==> src/rtl/stc_pkg.sv <==
// Shared types, widths and helper functions for the selection-to-crop block.
`default_nettype none
package stc_pkg;

    localparam int COORD_BITS  = 16;
    localparam int SOURCE_BITS = 14;
    localparam int MINSEL_BITS = 12;
    localparam int CFG_IDX_BITS = 3;
    localparam int CFG_DATA_BITS = COORD_BITS;
    // quotient bits of each divider chain (one cell per bit)
    localparam int NUM_BITS = COORD_BITS + SOURCE_BITS;
    localparam int DEN_BITS = COORD_BITS;
    localparam int DIV_STEPS = NUM_BITS;
    localparam int LANES = 4;

    // configuration register indexes
    localparam logic [CFG_IDX_BITS-1:0] REG_VIDEO_WIDTH  = 3'd0;
    localparam logic [CFG_IDX_BITS-1:0] REG_VIDEO_HEIGHT = 3'd1;
    localparam logic [CFG_IDX_BITS-1:0] REG_VIEW_LEFT    = 3'd2;
    localparam logic [CFG_IDX_BITS-1:0] REG_VIEW_TOP     = 3'd3;
    localparam logic [CFG_IDX_BITS-1:0] REG_VIEW_RIGHT   = 3'd4;
    localparam logic [CFG_IDX_BITS-1:0] REG_VIEW_BOTTOM  = 3'd5;
    localparam logic [CFG_IDX_BITS-1:0] REG_MIN_SEL      = 3'd6;

    typedef struct packed {
        logic signed [COORD_BITS-1:0] corner_a_x;
        logic signed [COORD_BITS-1:0] corner_a_y;
        logic signed [COORD_BITS-1:0] corner_b_x;
        logic signed [COORD_BITS-1:0] corner_b_y;
    } t_in;

    typedef struct packed {
        logic signed [COORD_BITS-1:0] content_left;
        logic signed [COORD_BITS-1:0] content_top;
        logic signed [COORD_BITS-1:0] content_right;
        logic signed [COORD_BITS-1:0] content_bottom;
        logic signed [COORD_BITS-1:0] clip_left;
        logic signed [COORD_BITS-1:0] clip_top;
        logic signed [COORD_BITS-1:0] clip_right;
        logic signed [COORD_BITS-1:0] clip_bottom;
        logic [SOURCE_BITS-1:0]       crop_x;
        logic [SOURCE_BITS-1:0]       crop_y;
        logic [SOURCE_BITS-1:0]       crop_width;
        logic [SOURCE_BITS-1:0]       crop_height;
    } t_out;

    // one lane of a restoring divider between two cells
    typedef struct packed {
        logic [NUM_BITS-1:0] num;
        logic [DEN_BITS-1:0] rem;
        logic [DEN_BITS-1:0] den;
        logic [NUM_BITS-1:0] quo;
    } t_div;

    // per-item side data that travels along the pipeline
    typedef struct packed {
        t_in                          corner;
        logic                         ok;
        logic                         horiz;
        logic [COORD_BITS-1:0]        vw;
        logic [COORD_BITS-1:0]        vh;
        logic [NUM_BITS-1:0]          p1;
        logic [NUM_BITS-1:0]          p2;
        logic [COORD_BITS-1:0]        dw;
        logic [COORD_BITS-1:0]        dh;
        logic signed [COORD_BITS-1:0] cl;
        logic signed [COORD_BITS-1:0] ct;
        logic signed [COORD_BITS-1:0] cr;
        logic signed [COORD_BITS-1:0] cb;
        logic                         cok;
        logic signed [COORD_BITS-1:0] sl;
        logic signed [COORD_BITS-1:0] st;
        logic signed [COORD_BITS-1:0] sr;
        logic signed [COORD_BITS-1:0] sb;
        logic                         selok;
        logic                         big;
        logic [COORD_BITS-1:0]        w;
        logic [COORD_BITS-1:0]        h;
        logic                         zx1;
        logic                         zy1;
    } t_side;

    // saturate a two-bit-wider signed value to the coordinate range
    function automatic logic signed [COORD_BITS-1:0] sat_coord(
        input logic signed [COORD_BITS+1:0] v
    );
        logic signed [COORD_BITS+1:0] hi;
        logic signed [COORD_BITS+1:0] lo;
        hi = (COORD_BITS+2)'(2**(COORD_BITS-1) - 1);
        lo = -(COORD_BITS+2)'(2**(COORD_BITS-1));
        if (v > hi) begin
            return hi[COORD_BITS-1:0];
        end else if (v < lo) begin
            return lo[COORD_BITS-1:0];
        end
        return v[COORD_BITS-1:0];
    endfunction

    // widen [lo,hi) to even boundaries unless the range would become empty
    function automatic logic [2*SOURCE_BITS-1:0] align_even(
        input logic [SOURCE_BITS-1:0] lo,
        input logic [SOURCE_BITS-1:0] hi,
        input logic [SOURCE_BITS-1:0] limit
    );
        logic [SOURCE_BITS-1:0] es;
        logic [SOURCE_BITS:0]   up;
        logic [SOURCE_BITS-1:0] ee;
        logic [SOURCE_BITS-1:0] lim_e;
        es = {lo[SOURCE_BITS-1:1], 1'b0};
        up = {1'b0, hi} + (SOURCE_BITS+1)'(1);
        lim_e = {limit[SOURCE_BITS-1:1], 1'b0};
        if ({up[SOURCE_BITS:1], 1'b0} < {1'b0, lim_e}) begin
            ee = {up[SOURCE_BITS-1:1], 1'b0};
        end else begin
            ee = lim_e;
        end
        if (hi <= lo || limit < SOURCE_BITS'(2) || ee <= es) begin
            return {lo, hi};
        end
        return {es, ee};
    endfunction

endpackage
`default_nettype wire

==> src/rtl/stc_div_cell.sv <==
// One restoring-division cell: resolves one quotient bit and hands on the lane.
`default_nettype none
module stc_div_cell (
    input  wire logic          i_clk,
    input  wire logic          i_en,
    input  wire stc_pkg::t_div i_d,
    output stc_pkg::t_div      o_d
);

    stc_pkg::t_div r_d;
    stc_pkg::t_div n_d;
    logic [stc_pkg::DEN_BITS:0] rem2;
    logic [stc_pkg::DEN_BITS:0] diff;
    logic                       ge;

    // shift in the next numerator bit, subtract the divisor where it fits
    always_comb begin
        rem2 = {i_d.rem, i_d.num[stc_pkg::NUM_BITS-1]};
        diff = rem2 - {1'b0, i_d.den};
        ge = rem2 >= {1'b0, i_d.den};
        n_d.den = i_d.den;
        n_d.num = {i_d.num[stc_pkg::NUM_BITS-2:0], 1'b0};
        n_d.quo = {i_d.quo[stc_pkg::NUM_BITS-2:0], ge};
        n_d.rem = ge ? diff[stc_pkg::DEN_BITS-1:0] : rem2[stc_pkg::DEN_BITS-1:0];
    end

    // advance with the pipeline
    always_ff @(posedge i_clk) begin
        if (i_en) begin
            r_d <= n_d;
        end
    end

    assign o_d = r_d;

endmodule
`default_nettype wire

==> config.mk <==
export PLATFORM = sky130hd
export DESIGN_NAME = stc_div_cell
export DESIGN_NICKNAME = d
export VERILOG_FILES = /design/src/rtl/stc_pkg.sv /design/src/rtl/stc_div_cell.sv
export SDC_FILE = /design/constraint.sdc
export NUM_CORES = 1
export LEC_CHECK = 0
export CORE_ASPECT_RATIO = 1.25
export CORE_MARGIN = 4
export CORE_UTILIZATION = 35
export CTS_BUF_LIST = sky130_fd_sc_hd__clkbuf_4 sky130_fd_sc_hd__clkbuf_8
export DETAILED_ROUTE_END_ITERATION = 6
export DONT_BUFFER_PORTS = 1
export REMOVE_ABC_BUFFERS = 1
export SKIP_LAST_GASP = 1
export SLEW_MARGIN = 20
export SYNTH_ARGS = -nofsm -noshare
export SYNTH_HDL_FRONTEND = slang
export SYNTH_SLANG_ARGS = --single-unit
==> constraint.sdc <==
create_clock -name i_clk -period 5.1 [get_ports i_clk]
set_input_delay 0.765 -clock i_clk [delete_from_list [all_inputs] [get_ports i_clk]]
set_output_delay 0.765 -clock i_clk [all_outputs]
set_load 0.01 [all_outputs]
==> results of run 1 <==
==> power breakdown <==
group	internal, uW	switching, uW
Clock	287	260
Combinational	74.3	78.3
Sequential	909	64.3
Total	1270	403
==> layer usage <==
layer / vias to the layer above / wire length (um)
li1: 945 / -
met1: 921 / 3050
met4: 0 / 176
met3: 12 / 1250
met5: - / 0
met2: 127 / 4190
==> final cells by class <==
class                   instances  area share, %
inverters                      22           1.95
clock inverters                 6           2.24
multi-input cells             130           24.4
well taps                     132           3.89
flip-flops and latches         91           64.4
clock buffers                  10           3.10
==> cell usage in the layout (no fill, tap or decap), drive strengths merged, types with 2 or more instances in the layout <==
master	count
a211oi	5
a21boi	2
a21o	7
a21oi	14
bufinv	2
clkbuf	10
clkinv	2
edfxtp	91
ha	16
inv	24
mux2	13
mux2i	2
nand2	8
nand3	3
nand4	3
nor2	12
nor2b	3
o211ai	2
o21a	3
o21ai	13
o31a	2
xnor2	6
xor2	3
==> metrics by stage <==
stage | hold WS [ps] | worst slack, ps
floorplan | 864 | 2080
global placement | 864 | 1670
detailed placement | 864 | 1680
CTS | 468 | 2050
global route | 454 | 1960
finish | 495 | 2100
==> final timing paths <==
path | start | endpoint | slack, ps | cells after the start
setup / recovery | i_d[34] | o_d[48] | 2100 | 8
hold / removal | i_d[45] | o_d[45] | 490 | 0
==> cell families (layout without fill, tap and decap cells) <==
group / count (synthesis) / count (layout) / synth area share (%)
compound gates: 55 / 55 / 9.72
fa+ha+maj: 17 / 17 / 5.66
flops: 91 / 91 / 70.3
simple gates: 33 / 33 / 4.25
mux: 15 / 15 / 4.86
xor+xnor: 9 / 9 / 2.03
buf+inv: 27 / 38 / 3.12
other cells: 1 / 1 / 0.0964
==> out/qor.csv, run 1 <==
metric,value,unit
cts_sinks,91,
grt_max_degree,92,
antennaDiodeCount,0,
route.detailed.drc,0,
fill_cells,1012,
p_leak,0.00157,uW
setup_violations,0,
hold_class,in -> reg,
yosysTopAreaCell,edfxtp_1,
cp_slowest_cell,a31oi_4,
met2_usage,21.2,%
max_freq,333,MHz
htree_levels,3,
synthTopCellsByCount,"edfxtp_1 (91), inv_1 (22), ha_1 (16)",
required,5220,ps
grt_pass1_wl,12400,um
yosysSeqAreaShare,70.3,%
rsz0062_at_grt,no,
clkTransAtPathRegs,100,ps
crit_path_end_kind,flop,
synth_warnings,0,
setup_tns,0,ps
tightestPinTransition,752,ps
yosys.area.top_type_share,70.3,%
seq_area,2730,um2
syn_to_final_growth,9.07,%
grt_pass1_vias,2074,
totalWireLength,8660,um
crit_path_max_incr_delay,660,ps
cts_resized,0,
hold_violations,0,
synth_ff_type,edfxtp_1,
synth_cell_types,40,
synth_area_leaders,"edfxtp_1 (70%), ha_1 (5.1%), mux2_4 (2.3%)",
core_region_area,10700,um2
synth_seq_cells,91,
port_buffers,0,
peakVddDrop,0.127,mV
vias,2005,
met3_usage,8.08,%
detail_route.wl_per_cell,22.1,um
final_layout_size_suffix_gt1_share,13.1,%
layout.cells.non_filler,391,
slew_headroom,49.9,%
critical_path_buf_inv_count,1,
cts_hold_buf,0,
startpoint_type,input port,
first_pass_iters,4,
io_pins,186,
multi_input_area,1030,um2
design_power_total,1670,uW
finalCriticalPeriod,3000,ps
nets,365,
critical_path_arrival,3120,ps
grt_overflow,0,
final_core_util,39.6,%
critical_path.max_fanout,17,
cts_buffers,9,
die-area,12900,um2
drtIter0Drc,156,
die_w,102,um
critPathTopFamily,compound AO/OA/AOI/OAI gates,
synthArstFlopShare,0,%
cts_root_buf,clkbuf_8,
final_area,4240,um2
die_y,126,um
post_cts_buffers,0,
outcome,completed,
dpl_cell_area,4020,um2
synth_most_common_cell,edfxtp_1,
netlist_area,3890,um2
power_per_cell_area,395,nW/um2
grt_busiest_layer,met2,
synthCells,248,
postSynthAreaPerCell,15.7,um2
placementRows,42,
dpl.hpwl,6600,um
antenna_left,0,
max_cap_viol_count,0,
grt_antenna_before_repair,0,
cts_tree,built,
synth_edf_count,91,
routabilityCongestion,0.762,
cts_buffer_depth,2,
start_util,36.3,%
path_cells,inv_1 > ha_1 > a211oi_1 > o211ai_1 > o21ai_2 > o211ai_2 > a31oi_4 > mux2_2,
grt_util_met1,13.4,%
vias_per_cell,5.13,
finalCritPeriodShare,58.9,%
path_class,in -> reg,
grtUsageTotal,13.1,%
slew_viol_final,0,
dp_cells,375,
largest_register_ffs,91,
No activity file was read; power rests on OpenSTA's default activity.
==> run 2: changes to the inputs <==
==> constraint.sdc (replaced) <==
create_clock -name i_clk -period 2.9 [get_ports i_clk]
set_input_delay 0.435 -clock i_clk [delete_from_list [all_inputs] [get_ports i_clk]]
set_output_delay 0.435 -clock i_clk [all_outputs]
set_load 0.01 [all_outputs]
==> run 2 against run 1 <==
Cell count increased by 1.3%. Setup slack worse by 1500 ps. Clock-buffer cell count down 1. First-iteration DRC count fell by 47%. Largest cell class unchanged. Highest routed layer unchanged.
==> out/qor.csv, run 2 (synthesis gave the netlist of run 1 again) <==
metric,value,unit,change
cts_sinks,91,,unchanged
route.detailed.drc,0,,unchanged
cts_buffer_depth,2,,unchanged
rsz0062_at_grt,no,,
max_cap_viol_count,0,,unchanged
finalCriticalPeriod,2340,ps,
layout_commonest_cell,edfxtp_1,,
dpl.hpwl,6730,um,+2.0%
layout.cells.non_filler,396,,+1.3%
finalCritPeriodShare,80.7,%,
grtUsageTotal,13.3,%,+0.12 points
vias,2042,,+1.8%
startpoint_type,input port,,
cts_resized,0,,unchanged
critical_path.max_fanout,4,,-13
detail_route.wl_per_cell,22.0,um,-0.77%
final_layout_size_suffix_gt1_share,14.4,%,+1.3 points
grt_util_met1,13.1,%,-0.27 points
fin_ws,559,ps,-1540 ps
cts_buffers,9,,unchanged
peakVddDrop,0.206,mV,+62%
grt_busiest_layer,met2,,
largest_register_ffs,91,,unchanged
totalWireLength,8700,um,+0.50%
htree_levels,3,,unchanged
max_freq,427,MHz,
syn_to_final_growth,9.27,%,
hold_violations,0,,unchanged
pre_cts_ws,180,ps,-1500 ps
dp_cells,381,,+1.6%
core_region_area,10700,um2,unchanged
post_cts_buffers,0,,unchanged
dpl_cell_area,4060,um2,+1.1%
grt_max_degree,92,,unchanged
met3_usage,9.13,%,+1.1 points
grt_antenna_before_repair,0,,unchanged
drtIter0Drc,82,,-47%
critical_path_arrival,2450,ps,-670 ps
final_area,4250,um2,+0.18%
hold_class,in -> reg,,
grt_pass1_wl,12700,um,+1.8%
p_leak,0.00158,uW,+0.77%
io_pins,186,,unchanged
crit_path_end_kind,flop,,
grt_pass1_vias,2066,,-0.39%
tightestPinTransition,551,ps,-200 ps
first_pass_iters,4,,unchanged
antenna_left,0,,unchanged
most-common-layout-cells,"edfxtp_1 (91), inv_1 (22), ha_1 (16)",,
port_buffers,0,,unchanged
clkTransAtPathRegs,100,ps,about the same
path_class,in -> reg,,
setup_tns,0,ps,unchanged
cts_root_buf,clkbuf_8,,
die_w,102,um,unchanged
cts_tree,built,,
cts_hold_buf,0,,unchanged
met2_usage,22.1,%,+0.84 points
antennaDiodeCount,0,,unchanged
die_y,126,um,unchanged
nets,371,,+1.6%
setup_violations,0,,unchanged
placementRows,42,,unchanged
vias_per_cell,5.16,,+0.56%
routabilityCongestion,0.814,,+6.8%
die-area,12900,um2,unchanged
outcome,completed,,
power_per_cell_area,662,nW/um2,+68%
start_util,36.3,%,unchanged
grt_overflow,0,,unchanged
required,3010,ps,-2210 ps
slew_viol_final,0,,unchanged
slew_headroom,62.9,%,+13 points
-- run 2: cell types whose count changed in the layout (fill, tap and decap cells not counted), sizes merged --
| cell | before | now |
|---|---|---|
| inv | 24 | 23 |
| clkinv | 2 | 4 |
| bufinv | 2 | 1 |
| clkbuf | 10 | 9 |
| buf | 0 | 6 |
-- run 2: worst paths after layout --
path / from / to / slack [ps] / depth (start not counted)
worst max-delay path: i_d[91] / o_d[58] / 560 / 10
worst min-delay path: i_d[45] / o_d[45] / 170 / 0
-- run 2: worst max-delay path: stages --
cell and delay (ps):
inv_1 40, ha_1 200, fa_1 400, nor2b_1 210, o31ai_1 120, a211oi_1 270, buf_4 180, nor2_1 70
a32o_1 240, o31a_1 290
-- run 2: layer usage --
layer  wire length [um]  vias to the layer above
li1                   -                      955
met1               2890                      944
met2               4360                      134
met3               1330                        9
met4                116                        0
met5                  0                        -
-- run 2: cell type report --
cell class              count  area [um2]
repair buffers              6        45.0
inverters                  22        82.6
fillers                  1022        6470
multi-input cells         130        1030
clock inverters             6        65.1
flip-flops and latches     91        2730
clock buffers               9         124
well taps                 132         165
-- run 2: report_power, final --
part	switching, uW	total (uW)	internal, uW
sequential	114	1710	1600
clock	425	820	395
combinational	141	279	138
total	679	2810	2130
-- run 2: metrics by stage --
| step | hold WS (ps) | utilization (%) | power (uW) |
|---|---|---|---|
| 2_1_floorplan | 534 | - | 1940 |
| 3_3_place_gp | 534 | 37.9 | 2020 |
| 3_5_place_dp | 534 | 37.9 | 2030 |
| 4_1_cts | 136 | 39.6 | 2860 |
| 5_1_grt | 132 | 39.6 | 2980 |
| 6_report | 169 | 39.6 | 2810 |
==> run 3: changes to the inputs <==
--- a/config.mk
+++ b/config.mk
@@ -5,6 +5,7 @@
 export SDC_FILE = /design/constraint.sdc
 export NUM_CORES = 1
 export LEC_CHECK = 0
+export ABC_AREA = 1
 export CORE_ASPECT_RATIO = 1.25
 export CORE_MARGIN = 4
 export CORE_UTILIZATION = 35
==> constraint.sdc (replaced) <==
create_clock -name i_clk -period 2.2 [get_ports i_clk]
set_input_delay 0.33 -clock i_clk [delete_from_list [all_inputs] [get_ports i_clk]]
set_output_delay 0.33 -clock i_clk [all_outputs]
set_load 0.01 [all_outputs]
==> run 3 against run 2 <==
Synthesized area grew 4.5%. Sequential power grew 32%. First-iteration DRC count grew 50%. Synthesized cell count grew 46%. Non-clock buffer count shrank 4. Critical path type unchanged. Largest power group unchanged. Highest routed layer unchanged.
==> out/qor.csv, run 3 <==
metric,value,unit,change
slew_viol_final,0,,unchanged
cts_root_buf,clkbuf_8,,
yosysTopAreaCell,edfxtp_1,,
most-common-layout-cells,"nand2_1 (120), edfxtp_1 (91), inv_1 (60)",,
totalWireLength,9010,um,+3.6%
drtIter0Drc,123,,+50%
hold_class,in -> reg,,
io_pins,186,,unchanged
path_common_cell,nand2_1,,
cts_buffer_depth,2,,unchanged
p_leak,0.00191,uW,+21%
grt_pass1_vias,2339,,+13%
grt_overflow,0,,unchanged
cp_slowest_cell,inv_1,,
hold_ws,63.8,ps,-105 ps
critical_path.max_fanout,14,,+10
detail_route.wl_per_cell,17.6,um,-20%
synthTopCellsByCount,"nand2_1 (120), edfxtp_1 (91), inv_1 (60)",,
dp_cells,495,,+30%
htree_levels,3,,unchanged
grt_antenna_before_repair,0,,unchanged
nets,482,,+30%
layout_commonest_cell,nand2_1,,
synth_cell_types,24,,-40%
required,2410,ps,-600 ps
crit_path_end_kind,flop,,
synth_warnings,0,,unchanged
die_y,128,um,+2.1%
critical_path_arrival,2020,ps,-430 ps
setup_violations,0,,unchanged
port_buffers,0,,unchanged
cts_resized,0,,unchanged
outcome,completed,,
slew_headroom,63.0,%,+0.17 points
synth_area_leaders,"edfxtp_1 (67%), nand2_1 (11%), inv_1 (5.5%)",,
cts_tree,built,,
setup_tns,0,ps,unchanged
antennaDiodeCount,0,,unchanged
cts_sinks,91,,unchanged
first_pass_iters,4,,unchanged
synthArstFlopShare,0,%,unchanged
final_core_util,39.1,%,-0.50 points
die-area,13400,um2,+4.2%
synth_edf_count,91,,unchanged
cp.depth,13,,+3
finalCriticalPeriod,1820,ps,
critical_path_buf_inv_count,4,,+2
antenna_left,0,,unchanged
routabilityCongestion,0.830,,+2.0%
grt_pass1_wl,13300,um,+5.1%
layout.cells.non_filler,511,,+29%
synth_seq_cells,91,,unchanged
start_util,36.1,%,-0.14 points
peakVddDrop,0.313,mV,+52%
syn_to_final_growth,8.32,%,
core_region_area,11200,um2,+4.9%
hold_violations,0,,unchanged
finalCritPeriodShare,82.6,%,
path_class,in -> reg,,
postSynthAreaPerCell,11.2,um2,-28%
yosys.area.top_type_share,67.3,%,-3.0 points
fin_ws,383,ps,-176 ps
hold_end,o_d[45],,
placementRows,43,,+2.4%
fill_cells,1067,,+4.4%
final_layout_size_suffix_gt1_share,6.91,%,-7.5 points
crit_path_max_incr_delay,430,ps,+30 ps
startpoint_type,input port,,
synth_ff_type,edfxtp_1,,
synth_most_common_cell,nand2_1,,
holdPathStages,0,,unchanged
cts_buffers,9,,unchanged
grtUsageTotal,13.1,%,-0.14 points
largest_register_ffs,91,,unchanged
rsz0062_at_grt,no,,
yosysSeqAreaShare,67.3,%,-3.0 points
power_per_cell_area,847,nW/um2,+28%
vias,2391,,+17%
hp-start,i_d[45],,
grt_max_degree,92,,unchanged
route.detailed.drc,0,,unchanged
synthCells,362,,+46%
max_freq,550,MHz,
netlist_area,4060,um2,+4.5%
max_cap_viol_count,0,,unchanged
pre_cts_ws,-11.5,ps,-192 ps
die_w,104,um,+2.0%
clkTransAtPathRegs,100,ps,about the same
path_cells,inv_1 > ha_1 > nand2_2 > inv_1 > nand2_1 > nand2_1 > inv_1 > nand3_2 > nand2_1 > nand2_2 > inv_1 > nand2_1 > nand2_1,,
critPathTopFamily,simple AND/OR/NAND/NOR gates,,
tightestPinTransition,554,ps,+2.69 ps
post_cts_buffers,0,,unchanged
vias_per_cell,4.68,,-9.3%
cts_hold_buf,0,,unchanged
dpl.hpwl,7180,um,+6.7%
run 3: cell count changes after synthesis, sizes merged, moves of 7 or more:
| cell | change |
|---|---|
| mux2 | -13 |
| o21ai | -11 |
| inv | +38 |
| nor2 | +7 |
| nand3 | +16 |
| nand2 | +114 |
| a21o | -7 |
run 3: worst max-delay path by stage:
stage,from,end,slack (ps)
4_1_cts,i_d[36],o_d[55],370
6_report,i_d[38],o_d[55],380
3_5_place_dp,i_d[36],o_d[61],-10
2_1_floorplan,i_d[33],o_d[54],250
5_1_grt,i_d[41],o_d[60],130
3_3_place_gp,i_d[41],o_d[60],-0.03
run 3: power breakdown:
part           internal [uW]  total, uW  switching, uW
logic                    129        356            227
clock network            550       1120            569
registers               2100       2250            146
total                   2780       3730            943
run 3: layout make-up:
cell class / count / area [um2] / share of cell area [%]
clock buffer: 10 / 131 / 2.99
clock inverter: 6 / 72.6 / 1.65
tap: 135 / 169 / 3.84
timing repair buffer: 2 / 15.0 / 0.341
multi-input combinational: 207 / 1050 / 24.0
inverter: 60 / 225 / 5.12
sequential: 91 / 2730 / 62.1
run 3: layer usage:
layer / track usage [%] / vias up / part of all wire (%)
met4: 5.40 / 0 / 2.2
li1: - / 1203 / -
met3: 7.53 / 12 / 12
met5: 0 / - / 0
met2: 23.6 / 129 / 51
met1: 12.2 / 1047 / 34
run 3: logic make-up after synthesis:
kind of cell / Yosys count / synth area share [%]
AO/OA/AOI/OAI: 12 / 1.54
XOR/XNOR: 6 / 1.29
adder cells (fa/ha/maj): 17 / 5.42
buffers and inverters: 64 / 6.78
flip-flops: 91 / 67.3
other: 1 / 0.0923
AND/OR/NAND/NOR: 171 / 17.6
run 3: stage by stage:
| stage | total power (uW) | instance area, um2 |
|---|---|---|
| 5_1_grt | 3940 | 4400 |
| 2_1_floorplan | 2540 | 4010 |
| 4_1_cts | 3790 | 4400 |
| 3_3_place_gp | 2660 | 4200 |
| 3_5_place_dp | 2660 | 4200 |
| 6_report | 3730 | 4400 |
